**config.mk**
```make
export PLATFORM = sky130hd
export DESIGN_NAME = bfa_ctrl
export DESIGN_NICKNAME = d
export VERILOG_FILES = /design/src/rtl/core/bitmap_first_fit_allocator_core_macros.svh /design/src/rtl/core/bfa_pkg.sv /design/src/rtl/core/bfa_ctrl.sv
export SDC_FILE = /design/constraint.sdc
export NUM_CORES = 1
export LEC_CHECK = 0
export ABC_AREA = 1
export BUFFER_PORTS_ARGS = -buffer_cell sky130_fd_sc_hd__buf_2
export CAP_MARGIN = 20
export CORE_MARGIN = 3
export CORE_UTILIZATION = 47
export CTS_CLUSTER_SIZE = 14
export DETAILED_ROUTE_END_ITERATION = 16
export PLACE_DENSITY = 0.73
export SLEW_MARGIN = 20
export SYNTH_ARGS = -nofsm -noshare
export SYNTH_HDL_FRONTEND = slang
export SYNTH_SLANG_ARGS = --single-unit
```
**constraint.sdc**
```tcl
create_clock -name clk -period 1.35 [get_ports clk]
set_input_delay 0.135 -clock clk [delete_from_list [all_inputs] [get_ports clk]]
set_output_delay 0.135 -clock clk [all_outputs]
set_load 0.03 [all_outputs]
```
**src/rtl/core/bitmap_first_fit_allocator_core_macros.svh**
```systemverilog
// Assertion helpers shared by the allocator core.
// They expect clk and arst_n in scope.
`ifndef BITMAP_FIRST_FIT_ALLOCATOR_CORE_MACROS_SVH
`define BITMAP_FIRST_FIT_ALLOCATOR_CORE_MACROS_SVH

// same-cycle implication
`define BFA_ASSERT_IMP(lbl, ante, cons, msg) \
	lbl: assert property (@(posedge clk) disable iff (!arst_n) (ante) |-> (cons)) \
		else $error(msg);

// next-cycle implication
`define BFA_ASSERT_NXT(lbl, ante, cons, msg) \
	lbl: assert property (@(posedge clk) disable iff (!arst_n) (ante) |=> (cons)) \
		else $error(msg);

`endif

```
**src/rtl/core/bfa_pkg.sv**
```systemverilog
package bfa_pkg;

	localparam int OP_W      = 1;
	localparam int RUN_W     = 19;
	localparam int UNIT_W    = 18;
	localparam int STATUS_W  = 3;
	localparam int FREE_W    = 19;
	localparam int BLOCKS_W  = 7;
	localparam int ROVER_W   = 15;
	localparam int PADDR_W   = 3;
	localparam int PDATA_W   = 32;

	localparam logic [OP_W-1:0] OP_ALLOC = 1'b0;
	localparam logic [OP_W-1:0] OP_FREE  = 1'b1;

	localparam logic [STATUS_W-1:0] ST_OK    = 3'd0;
	localparam logic [STATUS_W-1:0] ST_TOTAL = 3'd1;
	localparam logic [STATUS_W-1:0] ST_FREE  = 3'd2;
	localparam logic [STATUS_W-1:0] ST_NORUN = 3'd3;
	localparam logic [STATUS_W-1:0] ST_ZERO  = 3'd4;

	// register index, taken from paddr[2]
	localparam logic REG_USABLE_BLOCKS = 1'b0;

	typedef struct packed {
		logic take;
		logic check;
		logic scan_rd;
		logic scan_ev;
		logic mark_rd;
		logic mark_wr;
		logic retire;
		logic clear_step;
	} bfa_cmd_t;

	typedef struct packed {
		logic zero_size;
		logic is_free;
		logic over_total;
		logic over_free;
		logic retry;
		logic at_end;
		logic hit;
		logic mark_done;
		logic out_busy;
	} bfa_stat_t;

endpackage

```
**src/rtl/core/bfa_ctrl.sv**
```systemverilog
module bfa_ctrl (
	input  logic              clk,
	input  logic              arst_n,
	input  logic              in_valid,
	input  logic              cfg_wr,
	input  bfa_pkg::bfa_stat_t st,
	output bfa_pkg::bfa_cmd_t  cmd,
	output logic              in_stall
);
	import bfa_pkg::*;

	typedef enum logic [7:0] {
		S_IDLE    = 8'b0000_0001,
		S_CHECK   = 8'b0000_0010,
		S_SCAN_RD = 8'b0000_0100,
		S_SCAN_EV = 8'b0000_1000,
		S_MARK_RD = 8'b0001_0000,
		S_MARK_WR = 8'b0010_0000,
		S_FINISH  = 8'b0100_0000,
		S_CLEAR   = 8'b1000_0000
	} state_t;

	state_t state_q, state_d;

	always_comb begin
		state_d = state_q;
		case (state_q)
			S_IDLE: begin
				if (in_valid) state_d = S_CHECK;
			end
			S_CHECK: begin
				if (st.zero_size) state_d = S_FINISH;
				else if (st.is_free) state_d = S_MARK_RD;
				else if (st.over_total || st.over_free) state_d = S_FINISH;
				else state_d = S_SCAN_RD;
			end
			S_SCAN_RD: begin
				if (!st.at_end) state_d = S_SCAN_EV;
				else if (!st.retry) state_d = S_FINISH;
			end
			S_SCAN_EV: begin
				state_d = st.hit ? S_MARK_RD : S_SCAN_RD;
			end
			S_MARK_RD: begin
				state_d = st.mark_done ? S_FINISH : S_MARK_WR;
			end
			S_MARK_WR: begin
				state_d = S_MARK_RD;
			end
			S_FINISH: begin
				if (!st.out_busy) state_d = S_IDLE;
			end
			S_CLEAR: begin
				if (st.at_end) state_d = S_IDLE;
			end
			default: begin
				state_d = S_IDLE;
			end
		endcase
		if (cfg_wr) state_d = S_CLEAR;
	end

	always_ff @(posedge clk or negedge arst_n) begin
		if (!arst_n) state_q <= S_IDLE;
		else state_q <= state_d;
	end

	assign in_stall       = (state_q != S_IDLE);
	assign cmd.take       = (state_q == S_IDLE) && in_valid;
	assign cmd.check      = (state_q == S_CHECK);
	assign cmd.scan_rd    = (state_q == S_SCAN_RD);
	assign cmd.scan_ev    = (state_q == S_SCAN_EV);
	assign cmd.mark_rd    = (state_q == S_MARK_RD);
	assign cmd.mark_wr    = (state_q == S_MARK_WR);
	assign cmd.retire     = (state_q == S_FINISH) && !st.out_busy;
	assign cmd.clear_step = (state_q == S_CLEAR);

endmodule

```
==> metrics.md, run 1 <==
| Metric | Value |
|---|---|
| Mux cell area share after synthesis | `0%` |
| GRT busiest layer | `met2` |
| Synthesized netlist cell count | `101` |
| Max reg flops | `8` |
| Vias | `941` |
| Period utilization | `123%` |
| CTS tree | `built` |
| Root Buffer | `clkbuf_4` |
| First DRT Iteration DRCs | `66` |
| CP Max Fanout | `3` |
| Vias in the first global route | `795` |
| Worst hold path type | `input port to flop` |
| Initial cell density of the core | `53.5%` |
| Largest net degree at the start of global routing | `9` |
| Fin crit period | `1.66 ns` |
| First-pass GRT wire length | `3.64 mm` |
| Area after DPL | `838 sq um` |
| Worst r2r src | `state_q[0]$_DFFE_PN1P_` |
| Met3 usage | `8.90%` |
| Final Hold Viols | `0` |
| Placement Rows | `12` |
| # diodes | `0` |
| Detailed Routing Iterations Pass 1 | `4` |
| Grt ovf | `0` |
| Netlist cell types | `18` |
| Per-cell routed wire length | `19.6 um` |
| Clock transition at path regs | `0.06 ns` |
| Main combinational cell family by area after synthesis | `simple AND/OR/NAND/NOR gates` |
| Proportion of layout cells with a drive suffix above 1 | `57.0%` |
| Number of nets with antenna violations after routing | `0` |
| Total power | `0.000750 W` |
| Crit-path leading delay family | `simple AND/OR/NAND/NOR gates` |
| Synth Register Bits | `8` |
| FILL cells | `32` |
| Syn_nets | `114` |
| Final setup violation count | `14` |
| Yosys warns | `0` |
| Worst clock skew | `0.0102 ns` |
| Leak | `0.580 nW` |
| Max Clk Rate | `602 MHz` |
| Sequential Area | `203 sq um` |
| Max-slew headroom | `81.0%` |
| Hold Path Sink | `state_q[5]$_DFFE_PN0P_` |
| Biggest regs | `state_q x8` |
| Hold Path Stages | `2` |
| Post-Route WL | `3.06 mm` |
| IR drop worst, VDD | `0.639 mV` |
| Synth Area in Simple Gates | `53.8%` |
| Sink Count | `8` |
| Worst-skew pair later-pin latency | `0.26 ns` |
| Crit-path cells | `buf_4 -> nor2_1 -> nand2_1 -> nor2_4 -> inv_2 -> nor2_2 -> buf_6` |
| Die area | `0.00183 sq mm` |
| Area of the multi-input gates | `510 sq um` |
| Total Routing Usage GR | `27.3%` |
| Final slew viol count | `0` |
| Largest Register | `state_q` |
| Core area | `0.00119 sq mm` |
| Port bufs | `21` |
| Synthesized area | `634 sq um` |
| Slew @ Worst Pin | `0.282 ns` |
| Final #Nets | `156` |
| Die height | `42.7 um` |
| Num CTS Buffers | `3` |
| WS Path Type | `flop to output port` |
| Design area | `0.00113 sq mm` |
| # Max-Cap Violations | `0` |
| Non-filler cells, final | `156` |
| Layout area overhead | `78.7%` |
| M1 GR Usage | `29.2%` |
| Reg2reg setup slack | `-0.26 ns` |
| Initial antenna violation count | `0` |
| Post-synthesis compound-gate area fraction | `3.16%` |
| Synth Area in XOR/XNOR | `0%` |
| Via/cell ratio | `6.03` |
| DRC | `0` |
| CP required | `1.22 ns` |
| Cells after DPL | `141` |
| Dpl hpwl | `1.39 mm` |
| Cell area power density | `662 mW/mm^2` |
| Run status | `complete, but fails checks` |
| Worst path slowest cell | `dfrtp_1` |
| R2r worst-path depth | `11` |
| H-Tree Depth | `1` |
| Pre-CTS WS | `-0.00435 ns` |
| Crit path DAT | `1.53 ns` |
| Failing checks | `setup timing` |
| IO Pins | `22` |
| GR Layer Usage met2 | `47.3%` |
| Syn_area_per_cell | `6.28 sq um` |
| Die width | `42.7 um` |
| GPL Wtd Cong | `0.884` |
| Register area share after synthesis | `31.8%` |
| Core Util, Final | `95.6%` |
| Unrepaired setup endpoints after global routing | `true` |
| R2R Path End | `state_q[0]$_DFFE_PN1P_` |
| CP startpoint kind | `flop` |
| Critical path's largest stage delay | `0.41 ns` |
| Post-route setup slack | `-0.312 ns` |
| Post-Synth Adder-Cell Area | `0%` |
| HP Start | `st[1]` |
| CP Buf/Inv Count | `3` |
| Clock Path Buffers | `2` |
| CP endpoint kind | `output port` |
[cells in the mapped netlist (all sizes together)]
cell,instances,share of area [%]
nand2,29,20
nor2,25,20
inv,19,11
nand3,9,7.1
dfrtp,7,28
nor4,4,3.9
o21ai,3,2.4
a21oi,1,0.79
dfstp,1,4.1
nand3b,1,1.2
nand4,1,0.99
nor3,1,0.79
[timing repair]
| item | CTS | global route |
|---|---|---|
| pin swaps | 12 | 19 |
| gates resized for setup | 28 | 26 |
| setup endpoints to repair | 9 | 14 |
| hold buffers | 1 | 0 |
| setup buffers | 6 | 4 |
| hold endpoints to repair | 8 | 0 |
| gates cloned | 0 | 0 |
[layout by cell type, fill, tap and decap left out, types with 2 or more instances in the layout]
| cell | n |
|---|---|
| buf_6 | 14 |
| nand2_2 | 5 |
| nand3_1 | 5 |
| clkbuf_4 | 3 |
| inv_1 | 13 |
| nand2_4 | 5 |
| dfrtp_1 | 6 |
| nor4_1 | 2 |
| nand2_1 | 19 |
| buf_2 | 12 |
| nor2_2 | 4 |
| nand3_2 | 4 |
| nor2_4 | 12 |
| inv_2 | 5 |
| nor2_1 | 9 |
| o21ai_2 | 2 |
| buf_4 | 10 |
[final cells by class]
class,count,share of cell area [%]
Inverter,19,6.51
Multi-Input combinational cell,74,45.0
Tap cell,14,1.55
Clock buffer,4,2.32
Timing Repair Buffer,37,26.7
Sequential cell,8,17.9
[power by group]
part / switching (W) / total [W] / internal, W
sequential: 0.00000813 / 0.000259 / 0.000251
combinational: 0.000170 / 0.000285 / 0.000115
clock: 0.0000924 / 0.000206 / 0.000114
[worst max path at each step]
stage                                      start  cells past startpoint                endpoint  slack (ns)
after floorplan           state_q[2]$_DFFE_PN0P_                      3                  cmd[0]       -0.06
after global placement    state_q[0]$_DFFE_PN1P_                      9  state_q[6]$_DFFE_PN0P_        0.01
after detailed placement  state_q[3]$_DFFE_PN0P_                      5                  cmd[0]      -0.004
after CTS                 state_q[0]$_DFFE_PN1P_                      7                  cmd[7]       -0.19
after global routing      state_q[0]$_DFFE_PN1P_                      7                  cmd[7]       -0.36
final                     state_q[1]$_DFFE_PN0P_                      7                  cmd[7]       -0.31
[per-stage QoR]
step,setup TNS [ns],hold WS [ns]
after floorplan,-0.127,-0.161
after global placement,0,-0.0200
after detailed placement,-0.00435,-0.0139
after CTS,-1.51,0.0292
after global routing,-3.70,0.0336
final,-3.01,0.0428
[cells by family after synthesis]
kind of cell	Yosys count
AND/OR/NAND/NOR	70
buffers and inverters	19
flip-flops	8
AO/OA/AOI/OAI	4
[routing by layer]
metal | share of wire (%) | vias up
met5 | 0 | -
met4 | 6.1 | 0
met3 | 8.9 | 33
met2 | 51 | 78
met1 | 34 | 432
li1 | - | 398
(Power assumes the default switching activity.)
==> run 2, diff against run 1 <==
--- a/config.mk
+++ b/config.mk
@@ -8,8 +8,10 @@
 export ABC_AREA = 1
 export BUFFER_PORTS_ARGS = -buffer_cell sky130_fd_sc_hd__buf_2
 export CAP_MARGIN = 20
+export CELL_PAD_IN_SITES_DETAIL_PLACEMENT = 0
+export CELL_PAD_IN_SITES_GLOBAL_PLACEMENT = 1
 export CORE_MARGIN = 3
-export CORE_UTILIZATION = 47
+export CORE_UTILIZATION = 32
 export CTS_CLUSTER_SIZE = 14
 export DETAILED_ROUTE_END_ITERATION = 16
 export PLACE_DENSITY = 0.73
==> metrics.md, run 2 (synthesis results as in run 1) <==
| Metric | Value |
|---|---|
| Number of nets with antenna violations after routing | `0 (unchanged)` |
| Worst r2r src | `state_q[7]$_DFFE_PN0P_` |
| Die area | `0.00255 sq mm (+40%)` |
| Unrepaired setup endpoints after global routing | `true` |
| Reg2reg setup slack | `-0.12 ns (+0.14 ns)` |
| Worst-skew pair later-pin latency | `0.26 ns (about the same)` |
| Layout area overhead | `77.3%` |
| Vias in the first global route | `730 (-8.2%)` |
| Sink Count | `8 (unchanged)` |
| Cells after DPL | `151 (+7.1%)` |
| Root Buffer | `clkbuf_4` |
| Dpl hpwl | `1.44 mm (+3.7%)` |
| M1 GR Usage | `20.4% (-8.7 points)` |
| IO Pins | `22 (unchanged)` |
| Commonest non-fill, non-tap cells in the layout | `19 x nand2_1, 13 x buf_6, 12 x inv_1, 12 x buf_2, 12 x buf_4` |
| Detailed Routing Iterations Pass 1 | `4 (unchanged)` |
| Die height | `50.5 um (+18%)` |
| IR drop worst, VDD | `0.523 mV (-18%)` |
| Port bufs | `21 (unchanged)` |
| Leak | `0.549 nW (-5.4%)` |
| CP required | `1.22 ns (about the same)` |
| First DRT Iteration DRCs | `15 (-77%)` |
| CP startpoint kind | `flop` |
| Largest Register | `state_q` |
| Total Routing Usage GR | `16.6% (-11 points)` |
| Failing checks | `setup timing` |
| Met3 usage | `5.34% (-3.6 points)` |
| GRT busiest layer | `met2` |
| Hold Path Sink | `state_q[5]$_DFFE_PN0P_` |
| Crit path DAT | `1.41 ns (-0.12 ns)` |
| Post-Route WL | `2.08 mm (-32%)` |
| Most common cell after layout, fill and taps aside | `nand2_1` |
| R2r worst-path depth | `9 (-2)` |
| Max reg flops | `8 (unchanged)` |
| Initial antenna violation count | `0 (unchanged)` |
| Worst path slowest cell | `dfstp_2` |
| H-Tree Depth | `1 (unchanged)` |
| FILL cells | `173 (+440%)` |
| Num CTS Buffers | `3 (unchanged)` |
| Worst hold path type | `input port to flop` |
| Largest net degree at the start of global routing | `9 (unchanged)` |
| Core area | `0.00180 sq mm (+52%)` |
| Die width | `50.5 um (+18%)` |
| Per-cell routed wire length | `12.4 um (-37%)` |
| Placement Rows | `15 (+3)` |
| Slew @ Worst Pin | `0.239 ns (-0.0425 ns)` |
| R2R Path End | `state_q[2]$_DFFE_PN0P_` |
| Worst clock skew | `0.00547 ns (-0.00474 ns)` |
| Max-slew headroom | `83.9% (+2.9 points)` |
| First-pass GRT wire length | `3.13 mm (-14%)` |
| Period utilization | `114% (-8.8 points)` |
| Initial cell density of the core | `35.2% (-18 points)` |
| Clock transition at path regs | `0.06 ns (about the same)` |
| Run status | `complete, but fails checks` |
| Non-filler cells, final | `168 (+7.7%)` |
| CP endpoint kind | `output port` |
| HP Start | `st[1]` |
| DRC | `0 (unchanged)` |
| # diodes | `0 (unchanged)` |
| Final Hold Viols | `0 (unchanged)` |
| # Max-Cap Violations | `0 (unchanged)` |
| WS Path Type | `flop to output port` |
| Final #Nets | `157 (+0.64%)` |
| Crit-path cells | `inv_2 -> nor2_2 -> nand2_2 -> nor2_4 -> inv_2 -> nor2_2 -> buf_6` |
| GPL Wtd Cong | `0.809 (-8.5%)` |
| CP Max Fanout | `3 (unchanged)` |
| CTS tree | `built` |
| Fin crit period | `1.54 ns (-0.118 ns)` |
| Max Clk Rate | `648 MHz (+7.7%)` |
| Cell area power density | `653 mW/mm^2 (-1.3%)` |
| Vias | `776 (-18%)` |
| Grt ovf | `0 (unchanged)` |
| Biggest regs | `state_q x8` |
| Hold_ws | `0.0523 ns (+0.00957 ns)` |
| Proportion of layout cells with a drive suffix above 1 | `56.6% (-0.40 points)` |
| Critical path's largest stage delay | `0.56 ns (+0.15 ns)` |
| Final setup violation count | `14 (unchanged)` |
| GR Layer Usage met2 | `28.7% (-19 points)` |
| Post-route setup slack | `-0.194 ns (+0.118 ns)` |
| Final slew viol count | `0 (unchanged)` |
| Hold Path Stages | `2 (unchanged)` |
| Clock Path Buffers | `2 (unchanged)` |
| Via/cell ratio | `4.62 (-23%)` |
[run 2: cell types whose count changed in the layout (fill, tap and decap cells not counted), moves of 2 or more]
cell / delta
nand3_1: +2
nand2_2: +3
nor2_1: -2
nand2_4: -3
nor2_4: -2
o21ai_2: -2
nor2_2: +4
o21ai_1: +2
buf_4: +2
nand3_2: -2
[run 2: worst max-delay path by stage]
stage	start	to	slack, ns	cells after the start
6_report	state_q[0]$_DFFE_PN1P_	cmd[7]	-0.19	7
2_1_floorplan	state_q[2]$_DFFE_PN0P_	cmd[0]	-0.06	3
5_1_grt	state_q[7]$_DFFE_PN0P_	cmd[4]	-0.27	5
4_1_cts	state_q[0]$_DFFE_PN1P_	cmd[7]	-0.21	7
3_5_place_dp	state_q[0]$_DFFE_PN1P_	state_q[6]$_DFFE_PN0P_	-0.02	9
3_3_place_gp	state_q[0]$_DFFE_PN1P_	state_q[6]$_DFFE_PN0P_	-0.03	9
[run 2: timing repair]
item	4_1_cts	5_1_grt
buffers inserted	8	5
hold buffers	1	0
pin swaps	9	11
endpoints found under the hold margin	8	0
setup endpoints to repair	12	14
gates resized for setup	26	23
[run 2: routing by layer]
layer,routed length (um),up-vias
met3,67,4
li1,-,403
met4,27,0
met5,0,-
met2,1090,15
met1,894,354
[run 2: final cells by class]
type                       count  area (sq um)  area share [%]
sequential                     8           203            18.0
clock buffer                   4          26.3            2.34
multi-input combinational     74           482            42.8
timing repair buffer          38           307            27.3
inverter                      19          76.3            6.79
tap                           25          31.3            2.78
[run 2: worst max-delay path: cells and delay by family, from the launching register on]
kind / cells / cell delay, ns
flip-flops: 1 / 0.56
AND/OR/NAND/NOR: 4 / 0.34
buffers and inverters: 3 / 0.25
[run 2: metrics by stage]
| step | power, W | setup WS (ns) | setup TNS, ns | util, % | instance area (sq um) |
|---|---|---|---|---|---|
| detailed placement | 0.000443 | -0.0232 | -0.0351 | 46.9 | 845 |
| global route | 0.000781 | -0.268 | -2.92 | 62.4 | 1120 |
| global placement | 0.000443 | -0.0329 | -0.0566 | 46.9 | 845 |
| floorplan | 0.000375 | -0.0637 | -0.127 | - | 678 |
| CTS | 0.000698 | -0.213 | -1.47 | 56.3 | 1010 |
| finish | 0.000735 | -0.194 | -1.69 | 62.4 | 1120 |
[run 2: power breakdown]
group / internal (W) / switching [W] / total [W]
sequential: 0.000251 / 0.0000101 / 0.000261
combinational: 0.000122 / 0.000148 / 0.000270
clock: 0.000114 / 0.0000904 / 0.000204
total: 0.000486 / 0.000248 / 0.000735
